[src/rtl/core/fexp_pkg.sv]
// Package with constants, the scale table and helper functions of the exponential block.
`timescale 1ns / 1ps
package fexp_pkg;

    // Table geometry and pipeline depth.
    localparam int unsigned RomDepth = 2048;
    localparam int unsigned IdxW     = 11;
    localparam int unsigned NumStg   = 29;

    // Single-precision constants as raw bits.
    localparam logic [31:0] MAGIC_BIAS     = 32'h45C00000;
    localparam logic [31:0] NEG_MAGIC_BIAS = 32'hC5C00000;
    localparam logic [31:0] LOG2E          = 32'h3FB8AA3B;
    localparam logic [31:0] NEG_LN2_HI     = 32'hBF300000;
    localparam logic [31:0] NEG_LN2_LO     = 32'hBBB90BFC;
    localparam logic [31:0] COEF_C1        = 32'h3F7FFFFF;
    localparam logic [30:0] CUTOFF_MAG     = 31'h42AEAC4F;
    localparam logic [31:0] QNAN_CANON     = 32'h7FC00000;
    localparam logic [31:0] QUIET_BIT      = 32'h00400000;

    typedef logic [31:0] t_rom [RomDepth];

    // Leading zero count of a 48-bit word; an all-zero word gives 48.
    function automatic logic [5:0] lzc48(input logic [47:0] v);
        logic [5:0] cnt;
        cnt = 6'd48;
        for (int i = 0; i < 48; i++) begin
            if (v[i]) begin
                cnt = 6'(47 - i);
            end
        end
        return cnt;
    endfunction

    // True when the bits encode a NaN.
    function automatic logic is_nan(input logic [31:0] b);
        return (b[30:23] == 8'hFF) && (b[22:0] != 23'd0);
    endfunction

    // Product of two Q2.62 values, truncated to Q2.62.
    function automatic logic [63:0] mulq62(input logic [63:0] a, input logic [63:0] b);
        logic [127:0] prod;
        prod = {64'd0, a} * {64'd0, b};
        return prod[125:62];
    endfunction

    // Square root of a Q2.62 value, truncated to Q2.62.
    function automatic logic [63:0] sqrtq62(input logic [63:0] v);
        logic [127:0] tgt;
        logic [127:0] sq;
        logic [63:0]  r;
        logic [63:0]  c;
        tgt = {64'd0, v} << 62;
        r   = 64'd0;
        for (int b = 62; b >= 0; b--) begin
            c  = r | (64'd1 << b);
            sq = {64'd0, c} * {64'd0, c};
            if (sq <= tgt) begin
                r = c;
            end
        end
        return r;
    endfunction

    // Builds the scale table: bits of 2^(k/2048) minus k shifted left by 12.
    function automatic t_rom build_rom();
        t_rom            tbl;
        logic [63:0]     root [IdxW];
        logic [63:0]     p;
        logic [63:0]     m;
        logic [31:0]     w;
        logic [IdxW-1:0] kb;
        root[IdxW-1] = sqrtq62(64'h8000000000000000);
        for (int j = IdxW - 1; j > 0; j--) begin
            root[j-1] = sqrtq62(root[j]);
        end
        for (int k = 0; k < RomDepth; k++) begin
            kb = IdxW'(k);
            p  = 64'h4000000000000000;
            for (int j = 0; j < IdxW; j++) begin
                if (kb[j]) begin
                    p = mulq62(p, root[j]);
                end
            end
            m      = (p + (64'd1 << 38)) >> 39;
            w      = m[31:0] + 32'h3F000000;
            tbl[k] = w - 32'({kb, 12'd0});
        end
        return tbl;
    endfunction

    localparam t_rom EXP_ROM = build_rom();

endpackage

[src/rtl/core/fexp_fmul.sv]
// Three-stage single-precision multiplier with round to nearest even.
`timescale 1ns / 1ps
module fexp_fmul import fexp_pkg::*; (
    input  logic        i_clk,
    input  logic        i_en,
    input  logic [31:0] i_a,
    input  logic [31:0] i_b,
    output logic [31:0] o_p
);

    // Stage one: unpack, classify and multiply the significands.
    logic [7:0]         n_ea, n_eb;
    logic [23:0]        n_ma, n_mb;
    logic               n_a_nan, n_b_nan, n_a_inf, n_b_inf, n_a_zero, n_b_zero;
    logic signed [10:0] n_e0;

    logic [47:0]        r1_prod;
    logic signed [10:0] r1_e0;
    logic               r1_sign, r1_nan, r1_inf, r1_zero;

    always_comb begin
        n_ea     = (i_a[30:23] == 8'd0) ? 8'd1 : i_a[30:23];
        n_eb     = (i_b[30:23] == 8'd0) ? 8'd1 : i_b[30:23];
        n_ma     = {i_a[30:23] != 8'd0, i_a[22:0]};
        n_mb     = {i_b[30:23] != 8'd0, i_b[22:0]};
        n_a_nan  = is_nan(i_a);
        n_b_nan  = is_nan(i_b);
        n_a_inf  = (i_a[30:23] == 8'hFF) && (i_a[22:0] == 23'd0);
        n_b_inf  = (i_b[30:23] == 8'hFF) && (i_b[22:0] == 23'd0);
        n_a_zero = (i_a[30:0] == 31'd0);
        n_b_zero = (i_b[30:0] == 31'd0);
        n_e0     = $signed({3'd0, n_ea}) + $signed({3'd0, n_eb}) - 11'sd126;
    end

    always_ff @(posedge i_clk) begin
        if (i_en) begin
            r1_prod <= n_ma * n_mb;
            r1_e0   <= n_e0;
            r1_sign <= i_a[31] ^ i_b[31];
            r1_nan  <= n_a_nan || n_b_nan || (n_a_inf && n_b_zero) || (n_b_inf && n_a_zero);
            r1_inf  <= n_a_inf || n_b_inf;
            r1_zero <= n_a_zero || n_b_zero;
        end
    end

    // Stage two: normalize, or shift right into the subnormal range.
    logic [5:0]         n_lz;
    logic signed [10:0] n_e0m1;
    logic signed [10:0] n_sl;
    logic [10:0]        n_rneg;
    logic [5:0]         n_rsh;
    logic [47:0]        n_q;
    logic               n_rst;
    logic signed [10:0] n_exp;

    logic [23:0]        r2_mant;
    logic               r2_g, r2_st;
    logic signed [10:0] r2_exp;
    logic               r2_sign, r2_nan, r2_inf, r2_zero;

    always_comb begin
        n_lz   = lzc48(r1_prod);
        n_e0m1 = r1_e0 - 11'sd1;
        n_rneg = 11'(-n_e0m1);
        n_rsh  = (n_rneg > 11'd63) ? 6'd63 : n_rneg[5:0];
        n_sl   = 11'sd0;
        n_rst  = 1'b0;
        if (n_e0m1 < 11'sd0) begin
            n_q   = r1_prod >> n_rsh;
            n_rst = |(r1_prod & ((48'd1 << n_rsh) - 48'd1));
        end else begin
            n_sl = ($signed({5'd0, n_lz}) < n_e0m1) ? $signed({5'd0, n_lz}) : n_e0m1;
            n_q  = r1_prod << n_sl;
        end
        n_exp = n_q[47] ? (r1_e0 - n_sl) : 11'sd0;
    end

    always_ff @(posedge i_clk) begin
        if (i_en) begin
            r2_mant <= n_q[47:24];
            r2_g    <= n_q[23];
            r2_st   <= (|n_q[22:0]) | n_rst;
            r2_exp  <= n_exp;
            r2_sign <= r1_sign;
            r2_nan  <= r1_nan;
            r2_inf  <= r1_inf;
            r2_zero <= r1_zero;
        end
    end

    // Stage three: round and pack, special operands take precedence.
    logic        n_inc;
    logic [30:0] n_packed;
    logic [31:0] n_res;
    logic [31:0] r3_p;

    always_comb begin
        n_inc    = r2_g && (r2_st || r2_mant[0]);
        n_packed = {r2_exp[7:0], r2_mant[22:0]} + {30'd0, n_inc};
        if (r2_nan) begin
            n_res = QNAN_CANON;
        end else if (r2_inf || (r2_exp >= 11'sd255)) begin
            n_res = {r2_sign, 8'hFF, 23'd0};
        end else if (r2_zero) begin
            n_res = {r2_sign, 31'd0};
        end else begin
            n_res = {r2_sign, n_packed};
        end
    end

    always_ff @(posedge i_clk) begin
        if (i_en) begin
            r3_p <= n_res;
        end
    end

    assign o_p = r3_p;

endmodule

[config.mk]
export PLATFORM = sky130hd
export DESIGN_NAME = fexp_fmul
export DESIGN_NICKNAME = d
export VERILOG_FILES = /design/src/rtl/core/fexp_pkg.sv /design/src/rtl/core/fexp_fmul.sv
export SDC_FILE = /design/constraint.sdc
export NUM_CORES = 2
export LEC_CHECK = 0
export ABC_AREA = 1
export BUFFER_PORTS_ARGS = -buffer_cell sky130_fd_sc_hd__buf_2
export CAP_MARGIN = 25
export CORE_MARGIN = 2
export CORE_UTILIZATION = 60
export DETAILED_ROUTE_END_ITERATION = 8
export GPL_TIMING_DRIVEN = 1
export PLACE_DENSITY = 0.83
export SLEW_MARGIN = 20
export SYNTH_ARGS = -nofsm -noshare
export SYNTH_HDL_FRONTEND = slang
export SYNTH_SLANG_ARGS = --single-unit
[constraint.sdc]
create_clock -name i_clk -period 9.5 [get_ports i_clk]
set_clock_uncertainty 0.05 [all_clocks]
set_input_delay 0.475 -clock i_clk [delete_from_list [all_inputs] [get_ports i_clk]]
set_output_delay 0.475 -clock i_clk [all_outputs]
set_load 0.02 [all_outputs]
==> run_results.csv <==
group,metric,value,unit
outcome,status,"finished, final reports clean",
floorplan,rows,85,
clocking,max-clock-path-buffers,2,
route,drt_iter0_drc,3185,
global_route,grt_pass1_wl,161000,µm
cells_and_area,finalInstanceArea,34400,µm²
floorplan,die_area,56700,µm²
route,ant_nets,0,
synth,synth.distinct_cells,67,
critical_path,critical-path-slowest-cell,"fa_1",
timing,slew_headroom,31.8,%
critical_path,crit_buf_inv,8,
clocking,post_cts_buffers,0,
route,firstDrtPassIters,6,
cells_and_area,fin_nets,5280,
synth,synth-edff-count,134,
critical_path,arrival,8790,ps
clocking,cts_tree,"done",
placed_design,hpwl,81700,µm
placed_design,io_buffers,97,
timing,fin_setup_tns,0,ps
synth,ys_seq_elements,134,
synth,ys_seq_area_share,12.2,%
floorplan,die_x,238,µm
timing,hold_violations,0,
placed_design,place.gp.congestion,1.00,
synth,synthArstFlopShare,0,%
timing,tightestPinTransition,1020,ps
route,viasPerCell,5.79,
critical_path,critPathLaunchType,"input pin",
floorplan,die_h,238,µm
synth,syn_area_per_cell,7.14,µm²
cells_and_area,drive_gt1_share,5.82,%
clocking,cts.sinks,134,
clocking,cts_hold_buffers,0,
timing,fin_crit_sh,91.2,%
timing,fmax,115,MHz
critical_path,crit_type,"in2reg",
placed_design,place_area,33700,µm²
cells_and_area,layout_common_cells,"nand2_1, inv_1, fa_1",
worst_hold_path,hp-class,"in2reg",
critical_path,cp_top_family,"adder cells",
floorplan,core-area,54000,µm²
global_route,antenna_found_initial,5,
timing,hold_slack,276,ps
clocking,cts_buffers,17,
synth,yosysWarnings,0,
timing,slew_violations,0,
synth,synth_area,32900,µm²
synth,synthCells,4601,
floorplan,pin_count,98,
cells_and_area,layout_commonest_cell,"nand2_1",
route,vias,30300,
critical_path,end_kind,"flip-flop",
route,wire_per_inst,19.6,µm
global_route,grt_max_degree,85,
global_route,grt.total_usage,36.8,%
timing,final.min_clock_period,8660,ps
clocking,insertion_delay,460,ps
route,drc_errors,0,
clocking,htreeDepth,4,
clocking,cts_root_buffer,"clkbuf_16",
synth,ys.flop_type,"edfxtp_1",
timing,setup_viol_count_final,0,
critical_path,worstPathRequired,9630,ps
global_route,grt_pass1_vias,30500,
critical_path,critPathMaxStageDelay,540,ps
clocking,cts.reportedPaths.clkPinSlew,70,ps
route,routed_wl,103000,µm
timing,rsz0062_at_grt,"false",
floorplan,start_util,60.8,%
global_route,grt_overflow,0,
synth,syn_nets,5361,
cells_and_area,area_growth,4.65,%
flow_run,max-cap-violations,0,
clocking,cts_resized,0,
critical_path,worstPathMaxFanout,25,
-- cell usage after synthesis (3+ instances only) --
master,n,area (µm²)
nor3_1,24,120
or2_2,7,43.8
nor2_1,257,965
o221ai_1,3,26.3
or4_1,5,37.5
nor3b_1,7,52.6
edfxtp_1,134,4020
o22ai_1,14,87.6
ha_1,210,2630
inv_1,927,3480
o21ai_0,263,1320
xor2_1,60,526
nand2_2,4,25.0
xnor2_1,23,201
nor3_2,6,60.1
nor4_1,23,144
mux2i_1,13,130
o211ai_1,35,263
nand3_2,6,60.1
clkinv_1,9,33.8
nand3b_1,3,22.5
nand2_1,1275,4790
nand4_1,40,250
o21a_1,7,52.6
fa_1,484,9690
nor2_2,11,68.8
o21bai_1,7,52.6
o31ai_1,11,82.6
o2111ai_1,7,61.3
o32ai_1,4,35.0
clkbuf_1,233,875
a21oi_1,139,696
nor2_4,6,67.6
buf_2,12,60.1
a21o_1,3,22.5
buf_1,14,52.6
o21ai_1,8,40.0
a31oi_1,7,43.8
inv_2,14,52.6
nand3_1,246,1230
inv_4,3,18.8
a211oi_1,4,30.0
-- flip-flops by register name, indices dropped and copies added (netlist names) --
register and flops:
r2_nan 1, r1_inf 1, r1_nan 1, r2_g 1, r1_sign 1, r1_prod 48, r2_zero 1, r2_mant 23
r1_zero 1, r2_st 1, o_p 32, r2_exp 11, r2_sign 1, r1_e0 10, r2_inf 1
-- worst paths after layout --
check	slack, ps	from	cells after the start	end
hold reg to reg	380	r1_zero	0	r2_zero
hold / removal	280	i_a[31]	2	r1_sign
setup reg to reg	1380	r1_prod[1]	70	r2_exp[10]
setup / recovery	840	i_a[7]	41	r1_prod[45]
-- cell type report --
class / instances / area (µm²)
tap: 696 / 871
fill: 4783 / 19600
timing repair buffer: 160 / 985
clock buffer: 17 / 425
multi-input combinational: 3254 / 24300
sequential: 134 / 4020
clock inverter: 15 / 204
inverter: 953 / 3580
antenna: 4 / 10.0
-- layer usage --
metal	routed length (µm)	vias to the layer above	share of wire (%)	track usage [%]
met5	13	-	0.013	0
met4	8240	2	8.0	25.3
met3	9640	422	9.4	7.52
met2	48000	1701	47	61.2
met1	36700	14200	36	43.0
li1	-	13900	-	-
-- cells by family after synthesis --
family	count (synthesis)	share of synthesized area (%)
simple gates	1932	24.5
buf+inv	1213	13.9
fa+ha+maj	694	37.5
compound gates	530	9.06
flops	134	12.2
xor+xnor	85	2.35
mux	13	0.396
-- worst register-to-register path, delay by kind of cell (launching register included) --
kind / cells / cell delay (ps)
adder cells (fa/ha/maj): 3 / 1300
AO/OA/AOI/OAI: 10 / 1460
flip-flops: 1 / 460
AND/OR/NAND/NOR: 53 / 3910
buffers and inverters: 4 / 740
-- through the flow --
step | utilization, % | setup slack (ps) | instances
after CTS | 63.6 | 923 | 5228
after detailed placement | 62.4 | 457 | 5196
after floorplan | - | 1300 | 4601
after global routing | 63.6 | 283 | 5233
after global placement | 62.4 | 710 | 5196
final | 63.6 | 840 | 5233
Power is left out: the tool's default activity adds up to more than one toggle a clock period on the data nets, which glitch-free logic cannot reach.
