`src/rtl/core/fexp_pkg.sv`:
```
// Package with constants, the scale table and helper functions of the exponential block.
`timescale 1ns / 1ps
package fexp_pkg;

    // Table geometry and pipeline depth.
    localparam int unsigned RomDepth = 2048;
    localparam int unsigned IdxW     = 11;
    localparam int unsigned NumStg   = 29;

    // Single-precision constants as raw bits.
    localparam logic [31:0] MAGIC_BIAS     = 32'h45C00000;
    localparam logic [31:0] NEG_MAGIC_BIAS = 32'hC5C00000;
    localparam logic [31:0] LOG2E          = 32'h3FB8AA3B;
    localparam logic [31:0] NEG_LN2_HI     = 32'hBF300000;
    localparam logic [31:0] NEG_LN2_LO     = 32'hBBB90BFC;
    localparam logic [31:0] COEF_C1        = 32'h3F7FFFFF;
    localparam logic [30:0] CUTOFF_MAG     = 31'h42AEAC4F;
    localparam logic [31:0] QNAN_CANON     = 32'h7FC00000;
    localparam logic [31:0] QUIET_BIT      = 32'h00400000;

    typedef logic [31:0] t_rom [RomDepth];

    // Leading zero count of a 48-bit word; an all-zero word gives 48.
    function automatic logic [5:0] lzc48(input logic [47:0] v);
        logic [5:0] cnt;
        cnt = 6'd48;
        for (int i = 0; i < 48; i++) begin
            if (v[i]) begin
                cnt = 6'(47 - i);
            end
        end
        return cnt;
    endfunction

    // True when the bits encode a NaN.
    function automatic logic is_nan(input logic [31:0] b);
        return (b[30:23] == 8'hFF) && (b[22:0] != 23'd0);
    endfunction

    // Product of two Q2.62 values, truncated to Q2.62.
    function automatic logic [63:0] mulq62(input logic [63:0] a, input logic [63:0] b);
        logic [127:0] prod;
        prod = {64'd0, a} * {64'd0, b};
        return prod[125:62];
    endfunction

    // Square root of a Q2.62 value, truncated to Q2.62.
    function automatic logic [63:0] sqrtq62(input logic [63:0] v);
        logic [127:0] tgt;
        logic [127:0] sq;
        logic [63:0]  r;
        logic [63:0]  c;
        tgt = {64'd0, v} << 62;
        r   = 64'd0;
        for (int b = 62; b >= 0; b--) begin
            c  = r | (64'd1 << b);
            sq = {64'd0, c} * {64'd0, c};
            if (sq <= tgt) begin
                r = c;
            end
        end
        return r;
    endfunction

    // Builds the scale table: bits of 2^(k/2048) minus k shifted left by 12.
    function automatic t_rom build_rom();
        t_rom            tbl;
        logic [63:0]     root [IdxW];
        logic [63:0]     p;
        logic [63:0]     m;
        logic [31:0]     w;
        logic [IdxW-1:0] kb;
        root[IdxW-1] = sqrtq62(64'h8000000000000000);
        for (int j = IdxW - 1; j > 0; j--) begin
            root[j-1] = sqrtq62(root[j]);
        end
        for (int k = 0; k < RomDepth; k++) begin
            kb = IdxW'(k);
            p  = 64'h4000000000000000;
            for (int j = 0; j < IdxW; j++) begin
                if (kb[j]) begin
                    p = mulq62(p, root[j]);
                end
            end
            m      = (p + (64'd1 << 38)) >> 39;
            w      = m[31:0] + 32'h3F000000;
            tbl[k] = w - 32'({kb, 12'd0});
        end
        return tbl;
    endfunction

    localparam t_rom EXP_ROM = build_rom();

endpackage

```
`src/rtl/core/fexp_fadd.sv`:
```
// Three-stage single-precision adder with round to nearest even.
`timescale 1ns / 1ps
module fexp_fadd import fexp_pkg::*; (
    input  logic        i_clk,
    input  logic        i_en,
    input  logic [31:0] i_a,
    input  logic [31:0] i_b,
    output logic [31:0] o_s
);

    // Stage one: order by magnitude and align the smaller operand.
    logic [31:0] n_big, n_sml;
    logic [7:0]  n_eb, n_es, n_d;
    logic [4:0]  n_sh;
    logic [26:0] n_mb, n_ms, n_al;
    logic        n_st, n_a_inf, n_b_inf;

    logic [26:0] r1_big, r1_sml;
    logic [7:0]  r1_e;
    logic        r1_sub, r1_sign, r1_nan, r1_inf;

    always_comb begin
        if (i_a[30:0] >= i_b[30:0]) begin
            n_big = i_a;
            n_sml = i_b;
        end else begin
            n_big = i_b;
            n_sml = i_a;
        end
        n_eb    = (n_big[30:23] == 8'd0) ? 8'd1 : n_big[30:23];
        n_es    = (n_sml[30:23] == 8'd0) ? 8'd1 : n_sml[30:23];
        n_mb    = {n_big[30:23] != 8'd0, n_big[22:0], 3'd0};
        n_ms    = {n_sml[30:23] != 8'd0, n_sml[22:0], 3'd0};
        n_d     = n_eb - n_es;
        n_sh    = (n_d > 8'd27) ? 5'd27 : n_d[4:0];
        n_al    = n_ms >> n_sh;
        n_st    = |(n_ms & ((27'd1 << n_sh) - 27'd1));
        n_a_inf = (i_a[30:23] == 8'hFF) && (i_a[22:0] == 23'd0);
        n_b_inf = (i_b[30:23] == 8'hFF) && (i_b[22:0] == 23'd0);
    end

    always_ff @(posedge i_clk) begin
        if (i_en) begin
            r1_big  <= n_mb;
            r1_sml  <= {n_al[26:1], n_al[0] | n_st};
            r1_e    <= n_eb;
            r1_sub  <= i_a[31] ^ i_b[31];
            r1_sign <= n_big[31];
            r1_nan  <= is_nan(i_a) || is_nan(i_b) ||
                       (n_a_inf && n_b_inf && (i_a[31] != i_b[31]));
            r1_inf  <= n_a_inf || n_b_inf;
        end
    end

    // Stage two: add or subtract, then normalize.
    logic [27:0] n_sum;
    logic [5:0]  n_lz;
    logic [8:0]  n_em1, n_sl;
    logic [26:0] n_n;
    logic [8:0]  n_exp;
    logic        n_sign;

    logic [26:0] r2_n;
    logic [8:0]  r2_exp;
    logic        r2_sign, r2_nan, r2_inf;

    always_comb begin
        n_sum  = r1_sub ? ({1'b0, r1_big} - {1'b0, r1_sml})
                        : ({1'b0, r1_big} + {1'b0, r1_sml});
        n_lz   = lzc48({n_sum[26:0], 21'd0});
        n_em1  = {1'b0, r1_e} - 9'd1;
        n_sl   = 9'd0;
        if (n_sum[27]) begin
            n_n   = {n_sum[27:2], n_sum[1] | n_sum[0]};
            n_exp = {1'b0, r1_e} + 9'd1;
        end else begin
            n_sl  = ({3'd0, n_lz} < n_em1) ? {3'd0, n_lz} : n_em1;
            n_n   = n_sum[26:0] << n_sl;
            n_exp = n_n[26] ? ({1'b0, r1_e} - n_sl) : 9'd0;
        end
        // An exact zero from cancellation is positive.
        n_sign = (n_sum == 28'd0 && r1_sub) ? 1'b0 : r1_sign;
    end

    always_ff @(posedge i_clk) begin
        if (i_en) begin
            r2_n    <= n_n;
            r2_exp  <= n_exp;
            r2_sign <= n_sign;
            r2_nan  <= r1_nan;
            r2_inf  <= r1_inf;
        end
    end

    // Stage three: round and pack.
    logic        n_inc;
    logic [30:0] n_packed;
    logic [31:0] n_res;
    logic [31:0] r3_s;

    always_comb begin
        n_inc    = r2_n[2] && (r2_n[1] || r2_n[0] || r2_n[3]);
        n_packed = {r2_exp[7:0], r2_n[25:3]} + {30'd0, n_inc};
        if (r2_nan) begin
            n_res = QNAN_CANON;
        end else if (r2_inf || (r2_exp >= 9'd255)) begin
            n_res = {r2_sign, 8'hFF, 23'd0};
        end else begin
            n_res = {r2_sign, n_packed};
        end
    end

    always_ff @(posedge i_clk) begin
        if (i_en) begin
            r3_s <= n_res;
        end
    end

    assign o_s = r3_s;

endmodule

```
`config.mk`:
```
export PLATFORM = sky130hd
export DESIGN_NAME = fexp_fadd
export DESIGN_NICKNAME = d
export VERILOG_FILES = /design/src/rtl/core/fexp_pkg.sv /design/src/rtl/core/fexp_fadd.sv
export SDC_FILE = /design/constraint.sdc
export NUM_CORES = 1
export LEC_CHECK = 0
export CAP_MARGIN = 20
export CORE_ASPECT_RATIO = 0.6
export CORE_MARGIN = 3
export CORE_UTILIZATION = 65
export CTS_BUF_LIST = sky130_fd_sc_hd__clkbuf_4 sky130_fd_sc_hd__clkbuf_8
export DETAILED_ROUTE_END_ITERATION = 10
export DONT_BUFFER_PORTS = 1
export PLACE_DENSITY = 0.81
export SLEW_MARGIN = 10
export SYNTH_ARGS = -nofsm -noshare
export SYNTH_HDL_FRONTEND = slang
export SYNTH_SLANG_ARGS = --single-unit
```
`constraint.sdc`:
```
create_clock -name i_clk -period 27.7 [get_ports i_clk]
set_clock_uncertainty 0.1 [all_clocks]
set_input_delay 4.155 -clock i_clk [delete_from_list [all_inputs] [get_ports i_clk]]
set_output_delay 4.155 -clock i_clk [all_outputs]
set_load 0.01 [all_outputs]
```
==> impl_metrics.csv, run 1 <==
group,metric,value,unit
status,status,"finished, final reports clean",
routing,ant_nets,0,
sta,slew_viol_final,0,
synth,synth_flop_cell,"edfxtp_1",
setup_path,critPathBufInv,2,
setup_path,crit_family,"compound AO/OA/AOI/OAI gates",
synth,synth_top_area_share,27.3,%
synth,synth_cells,1722,
sta,max_freq,81.3,MHz
global_routing,grt_max_degree,134,
cells_and_area,fin_cells,1966,
routing,routed_wl,51200,um
sta,layout_setup_ws,15.40,ns
setup_path,timing.rr.end,"r2_exp[8]$_DFFE_PP_",
synth,ys_async_sr_fraction,0,%
clock_tree,cts_max_path_buffers,2,
setup_path,critPathRequiredTime,27.80,ns
cells_and_area,area_growth,3.43,%
sta,hold_viol_final,0,
global_routing,grt-ovfl-total,0,
setup_path,path_class,"in2reg",
floorplanning,fp-row-count,41,
cells_and_area,diodes,0,
clock_tree,clock_sinks,133,
synth,ys_ff_latch,133,
setup_path,worst_path_max_delay_cell,"nor2_1",
placed_design,place.gp.congestion,1.10,
global_routing,grt_pass1_vias,13300,
pwr,ir_worst_vdd,39.3,uV
clock_tree,clock_latency,0.48,ns
setup_path,start_kind,"input pin",
setup_path,crit_path_max_fanout,26,
routing,drt_iter0_markers,2292,
clock_tree,postCtsResizedCells,0,
floorplanning,die_h,122,um
setup_path,max_stage_delay,0.78,ns
sta,worst_pin_slew,1.30,ns
clock_tree,htree_levels,4,
floorplanning,die-area,24400,um^2
placed_design,place_ws,15.28,ns
worst_hold_path,hold_path_class,"reg2reg",
cells_and_area,nets,1847,
routing,drt-wirelength-per-cell,26.1,um
setup_path,critPathArrivalTime,12.40,ns
floorplanning,die_w,200,um
global_routing,grt_pass1_wl,77700,um
clock_tree,cts-hold-fix-buffers,0,
synth,synth_cell_types,101,
sta,slew_headroom,12.5,%
routing,viasPerCell,7.32,
setup_path,reg2reg_from,"r1_sml[9]$_DFFE_PP_",
global_routing,antenna_found_initial,2,
synth,ys_top_cells_by_count,"nand2_1 (154), nor2_1 (142), edfxtp_1 (133)",
floorplanning,core_area,21500,um^2
sta,timing.setup.tns,0,ns
cells_and_area,final_core_utilization,70.3,%
clock_tree,cts_buffers,17,
floorplanning,io_pins,98,
worst_hold_path,hold_path_depth,0,
setup_path,cp-end-kind,"flop",
routing,drc,0,
global_routing,grt_use_total,41.9,%
synth,synth_area,14700,um^2
placed_design,place_inst,1935,
worst_hold_path,worstHoldStart,"r1_nan$_DFFE_PP_",
routing,firstDrtPassIters,6,
synth,synth-edff-count,133,
synth,yosysMostFrequentCell,"nand2_1",
sta,min_period,12.30,ns
floorplanning,initial_core_util,68.0,%
pwr,p_per_area,86.0,nW/um^2
sta,min_period_over_period,44.4,%
synth,yosysWarningCount,0,
synth,synth_area_per_cell,8.51,um^2
synth,synth-seq-area-share,27.3,%
routing,vias,14400,
setup_path,cp_common_cell,"a21o_1",
sta,setup_viol,0,
clock_tree,cts_tree,"done",
synth,ys_top_cells_by_area,"edfxtp_1 (27%), ha_1 (8.8%), mux2i_1 (7.7%)",
setup_path,r2r_cells,30,
synth,synth_nets,1894,
synth,netlist.top_cell.by_area,"edfxtp_1",
worst_hold_path,hold_path_end,"r2_nan$_DFFE_PP_",
cells_and_area,drive_gt1_share,7.05,%
flow_run,cap_viol_max_count,0,
pwr,p_leak,0.00607,uW
placed_design,dp.final_hpwl,40200,um
setup_path,reg2reg_slack,18.56,ns
sta,rsz0062_at_grt,"no",
clock_tree,postCtsSetupBuffers,0,
clock_tree,clockRootBuffer,"clkbuf_8",
placed_design,port_buffers,0,
clock_tree,clk_pin_slew_worst_paths,0.08,ns
## per-stage QoR
stage	hold WS (ns)	cell area [um^2]	total power, uW
4_1_cts	0.331	15200	1250
5_1_grt	0.346	15200	1360
2_1_floorplan	0.300	14700	874
3_3_place_gp	0.312	14800	1070
6_report	0.330	15200	1300
3_5_place_dp	0.314	14800	1080
## layout make-up
class / count / area (um^2)
clock buffers: 19 / 249
clock inverters: 12 / 138
fillers: 1684 / 6390
inverters: 108 / 405
multi-input cells: 1397 / 9880
flip-flops and latches: 133 / 3990
well taps: 279 / 349
repair buffers: 18 / 135
## report_power, final
group | leakage (uW) | internal, uW | switching (uW)
combinational | 0.00458 | 291 | 540
clock | 0.000198 | 88.8 | 79.0
sequential | 0.00129 | 274 | 31.4
## per-layer routing
metal | up-vias | part of all wire (%) | track usage (%)
met5 | - | 0.023 | 0
met2 | 1142 | 37 | 53.5
met1 | 6751 | 43 | 62.3
met3 | 95 | 19 | 21.7
li1 | 6404 | - | -
met4 | 2 | 1.5 | 8.49
## worst max path at each step
stage / slack (ns) / endpoint / start / cells after the start
after floorplan: 15.54 / r1_sml[0]$_DFFE_PP_ / i_b[1] / 37
after global placement: 15.60 / r1_sml[0]$_DFFE_PP_ / i_b[8] / 34
after detailed placement: 15.28 / r1_sml[0]$_DFFE_PP_ / i_b[8] / 34
after CTS: 15.74 / r1_sml[0]$_DFFE_PP_ / i_b[8] / 34
after global routing: 14.96 / r1_sml[0]$_DFFE_PP_ / i_b[8] / 34
final: 15.40 / r1_sml[0]$_DFFE_PP_ / i_b[8] / 34
## layout by cell type, fill, tap and decap left out, types with 15 or more instances in the layout
cell type	netlist	routed
a211oi_1	31	31
a21o_1	32	32
a21oi_1	108	108
a31oi_1	18	18
and2_1	21	21
and3_1	18	18
buf_4	2	18
clkbuf_8	0	17
edfxtp_1	133	133
ha_1	103	103
inv_1	103	103
mux2_2	22	22
mux2i_1	112	112
nand2_1	154	154
nand3_1	41	41
nand4_1	28	28
nor2_1	142	141
nor2b_1	21	21
nor3_1	31	31
nor4_1	22	22
o211ai_1	47	47
o21ai_0	111	109
o22ai_1	15	15
xnor2_1	42	42
xor2_1	33	33
## state kept, by name, indices dropped and copies added (netlist names)
name and flops:
r1_sub 1, r2_nan 1, r1_e 8, r1_sign 1
r2_inf 1, r2_sign 1, r2_n 26, r1_big 24
r1_inf 1, r1_sml 27, r1_nan 1, r2_exp 9
o_s 32
## cell families after synthesis
kind of cell	after synthesis	share of synthesized area (%)
compound gates	532	25.2
xor+xnor	75	4.48
fa+ha+maj	107	9.27
buf+inv	192	5.42
flops	133	27.3
mux	144	10.6
other cells	1	0.0256
simple gates	538	17.8
Note: power is estimated with default switching activity, not from simulation.
==> run 2: changes to the inputs <==
- CORE_UTILIZATION: 65 -> 61
- PLACE_DENSITY: 0.81 -> 0.8
- clock period: 27.7 -> 10.7 ns (I/O delays scaled with it)
==> impl_metrics.csv, run 2 (synthesis gave the netlist of run 1 again) <==
group,metric,value,unit
cells_and_area,area_growth,4.39,%
setup_path,path_class,"reg2reg",
clock_tree,cts_buffers,17,
routing,drt-wirelength-per-cell,25.9,um
global_routing,grt-ovfl-total,0,
cells_and_area,largest_reg_flops,32,
setup_path,critPathRequiredTime,10.89,ns
placed_design,port_buffers,0,
status,status,"finished, final reports clean",
setup_path,crit_path_max_fanout,19,
routing,viasPerCell,7.15,
routing,firstDrtPassIters,6,
sta,slew_headroom,18.5,%
floorplanning,core_area,23300,um^2
routing,routed_wl,52000,um
floorplanning,die_w,206,um
cells_and_area,layout_common_cells,"nand2_1 (154), nor2_1 (141), edfxtp_1 (133)",
setup_path,critPathArrivalTime,9.72,ns
floorplanning,die-area,26000,um^2
sta,slew_viol_final,0,
global_routing,grt_pass1_wl,79900,um
sta,worst_pin_slew,1.21,ns
clock_tree,postCtsResizedCells,0,
cells_and_area,nets,1851,
setup_path,reg2reg_from,"r1_big[9]$_DFFE_PP_",
setup_path,start_kind,"flop",
clock_tree,htree_levels,4,
global_routing,grt_pass1_vias,13600,
worst_hold_path,worstHoldStart,"r1_inf$_DFFE_PP_",
clock_tree,clockRootBuffer,"clkbuf_8",
clock_tree,clock_sinks,133,
cells_and_area,final_core_utilization,65.5,%
routing,drc,0,
sta,hold_viol_final,0,
sta,max_freq,105,MHz
placed_design,place.gp.congestion,1.09,
sta,min_period_over_period,89.1,%
routing,drt_iter0_markers,2225,
floorplanning,io_pins,98,
cells_and_area,drive_gt1_share,7.51,%
placed_design,dp.final_hpwl,40800,um
clock_tree,clk_pin_slew_worst_paths,0.09,ns
clock_tree,clock_latency,0.47,ns
cells_and_area,mostFrequentLayoutCell,"nand2_1",
clock_tree,cts-hold-fix-buffers,0,
routing,ant_nets,0,
clock_tree,cts_tree,"done",
setup_path,critPathLaunch,"r1_big[9]$_DFFE_PP_",
global_routing,antenna_found_initial,0,
global_routing,grt_max_degree,134,
clock_tree,postCtsSetupBuffers,0,
floorplanning,die_h,126,um
flow_run,cap_viol_max_count,0,
sta,setup_viol,0,
pwr,p_leak,0.00611,uW
floorplanning,initial_core_util,62.7,%
clock_tree,cts_max_path_buffers,2,
worst_hold_path,hold_path_class,"reg2reg",
setup_path,cp-end-kind,"flop",
routing,vias,14300,
global_routing,grt_use_total,40.0,%
floorplanning,fp-row-count,43,
cells_and_area,diodes,0,
sta,timing.setup.tns,0,ns
pwr,p_per_area,224,nW/um^2
sta,min_period,9.53,ns
pwr,ir_worst_vdd,104,uV
sta,rsz0062_at_grt,"no",
-- run 2: changes by cell type in the layout (fill, tap and decap cells not counted), sizes merged --
cell and delta:
inv +4, clkbuf -1, clkinvlp +3, clkinv -6
buf +3, bufinv +1
-- run 2: layer usage --
layer	vias to the layer above	share of wire (%)	GRT usage, %
met1	6766	43	59.3
met2	1075	36	49.9
met5	-	0	0
met4	0	1.9	8.65
met3	95	18	22.4
li1	6407	-	-
-- run 2: power breakdown --
part	internal, uW	switching [uW]
registers	708	82.5
logic	760	1390
clock network	256	224
-- run 2: through the flow --
step	setup WS (ns)	instances	power [uW]	hold slack, ns	area, um^2
final	1.17	2006	3420	0.371	15300
after global routing	0.891	2006	3600	0.374	15300
after CTS	1.58	2005	3310	0.363	15300
after detailed placement	1.16	1974	2820	0.344	14800
after global placement	1.37	1974	2790	0.343	14800
after floorplan	1.09	1722	2260	0.300	14700
-- run 2: worst paths after layout --
kind | to | depth (start not counted) | slack (ns)
setup / recovery | r2_n[14]$_DFFE_PP_ | 25 | 1.17
hold / removal | r2_inf$_DFFE_PP_ | 0 | 0.37
setup reg to reg | r2_n[14]$_DFFE_PP_ | 25 | 1.17
hold reg to reg | r2_inf$_DFFE_PP_ | 0 | 0.37
-- run 2: area by class of cell --
class	count	area (um^2)
Multi-Input combinational cell	1397	9890
Fill cell	2012	8060
Sequential cell	133	3990
Inverter	108	405
Tap cell	315	394
Clock buffer	17	234
Clock inverter	14	201
Timing Repair Buffer	22	178
-- run 2: worst max-delay path, cell delays in order (launching register included) --
cell and delay (ns):
edfxtp_1 0.43, ha_1 0.58, nand2_1 0.23, o21ai_0 0.53, o2111ai_1 0.21, and3_1 0.22
a211oi_1 0.94, and2_1 0.26, nand3_1 0.12, or2_2 0.38, o211ai_1 0.39, inv_1 0.16
ha_1 0.33, a21o_1 0.17, a21oi_1 0.14, nor2b_1 0.08, o21a_1 0.30, o21ai_0 0.41
o311ai_1 0.22, o31ai_4 0.90, mux2_2 0.44, a211oi_1 0.45, nor2_1 0.27, a21oi_1 0.56
mux2i_1 0.28, o22ai_1 0.21
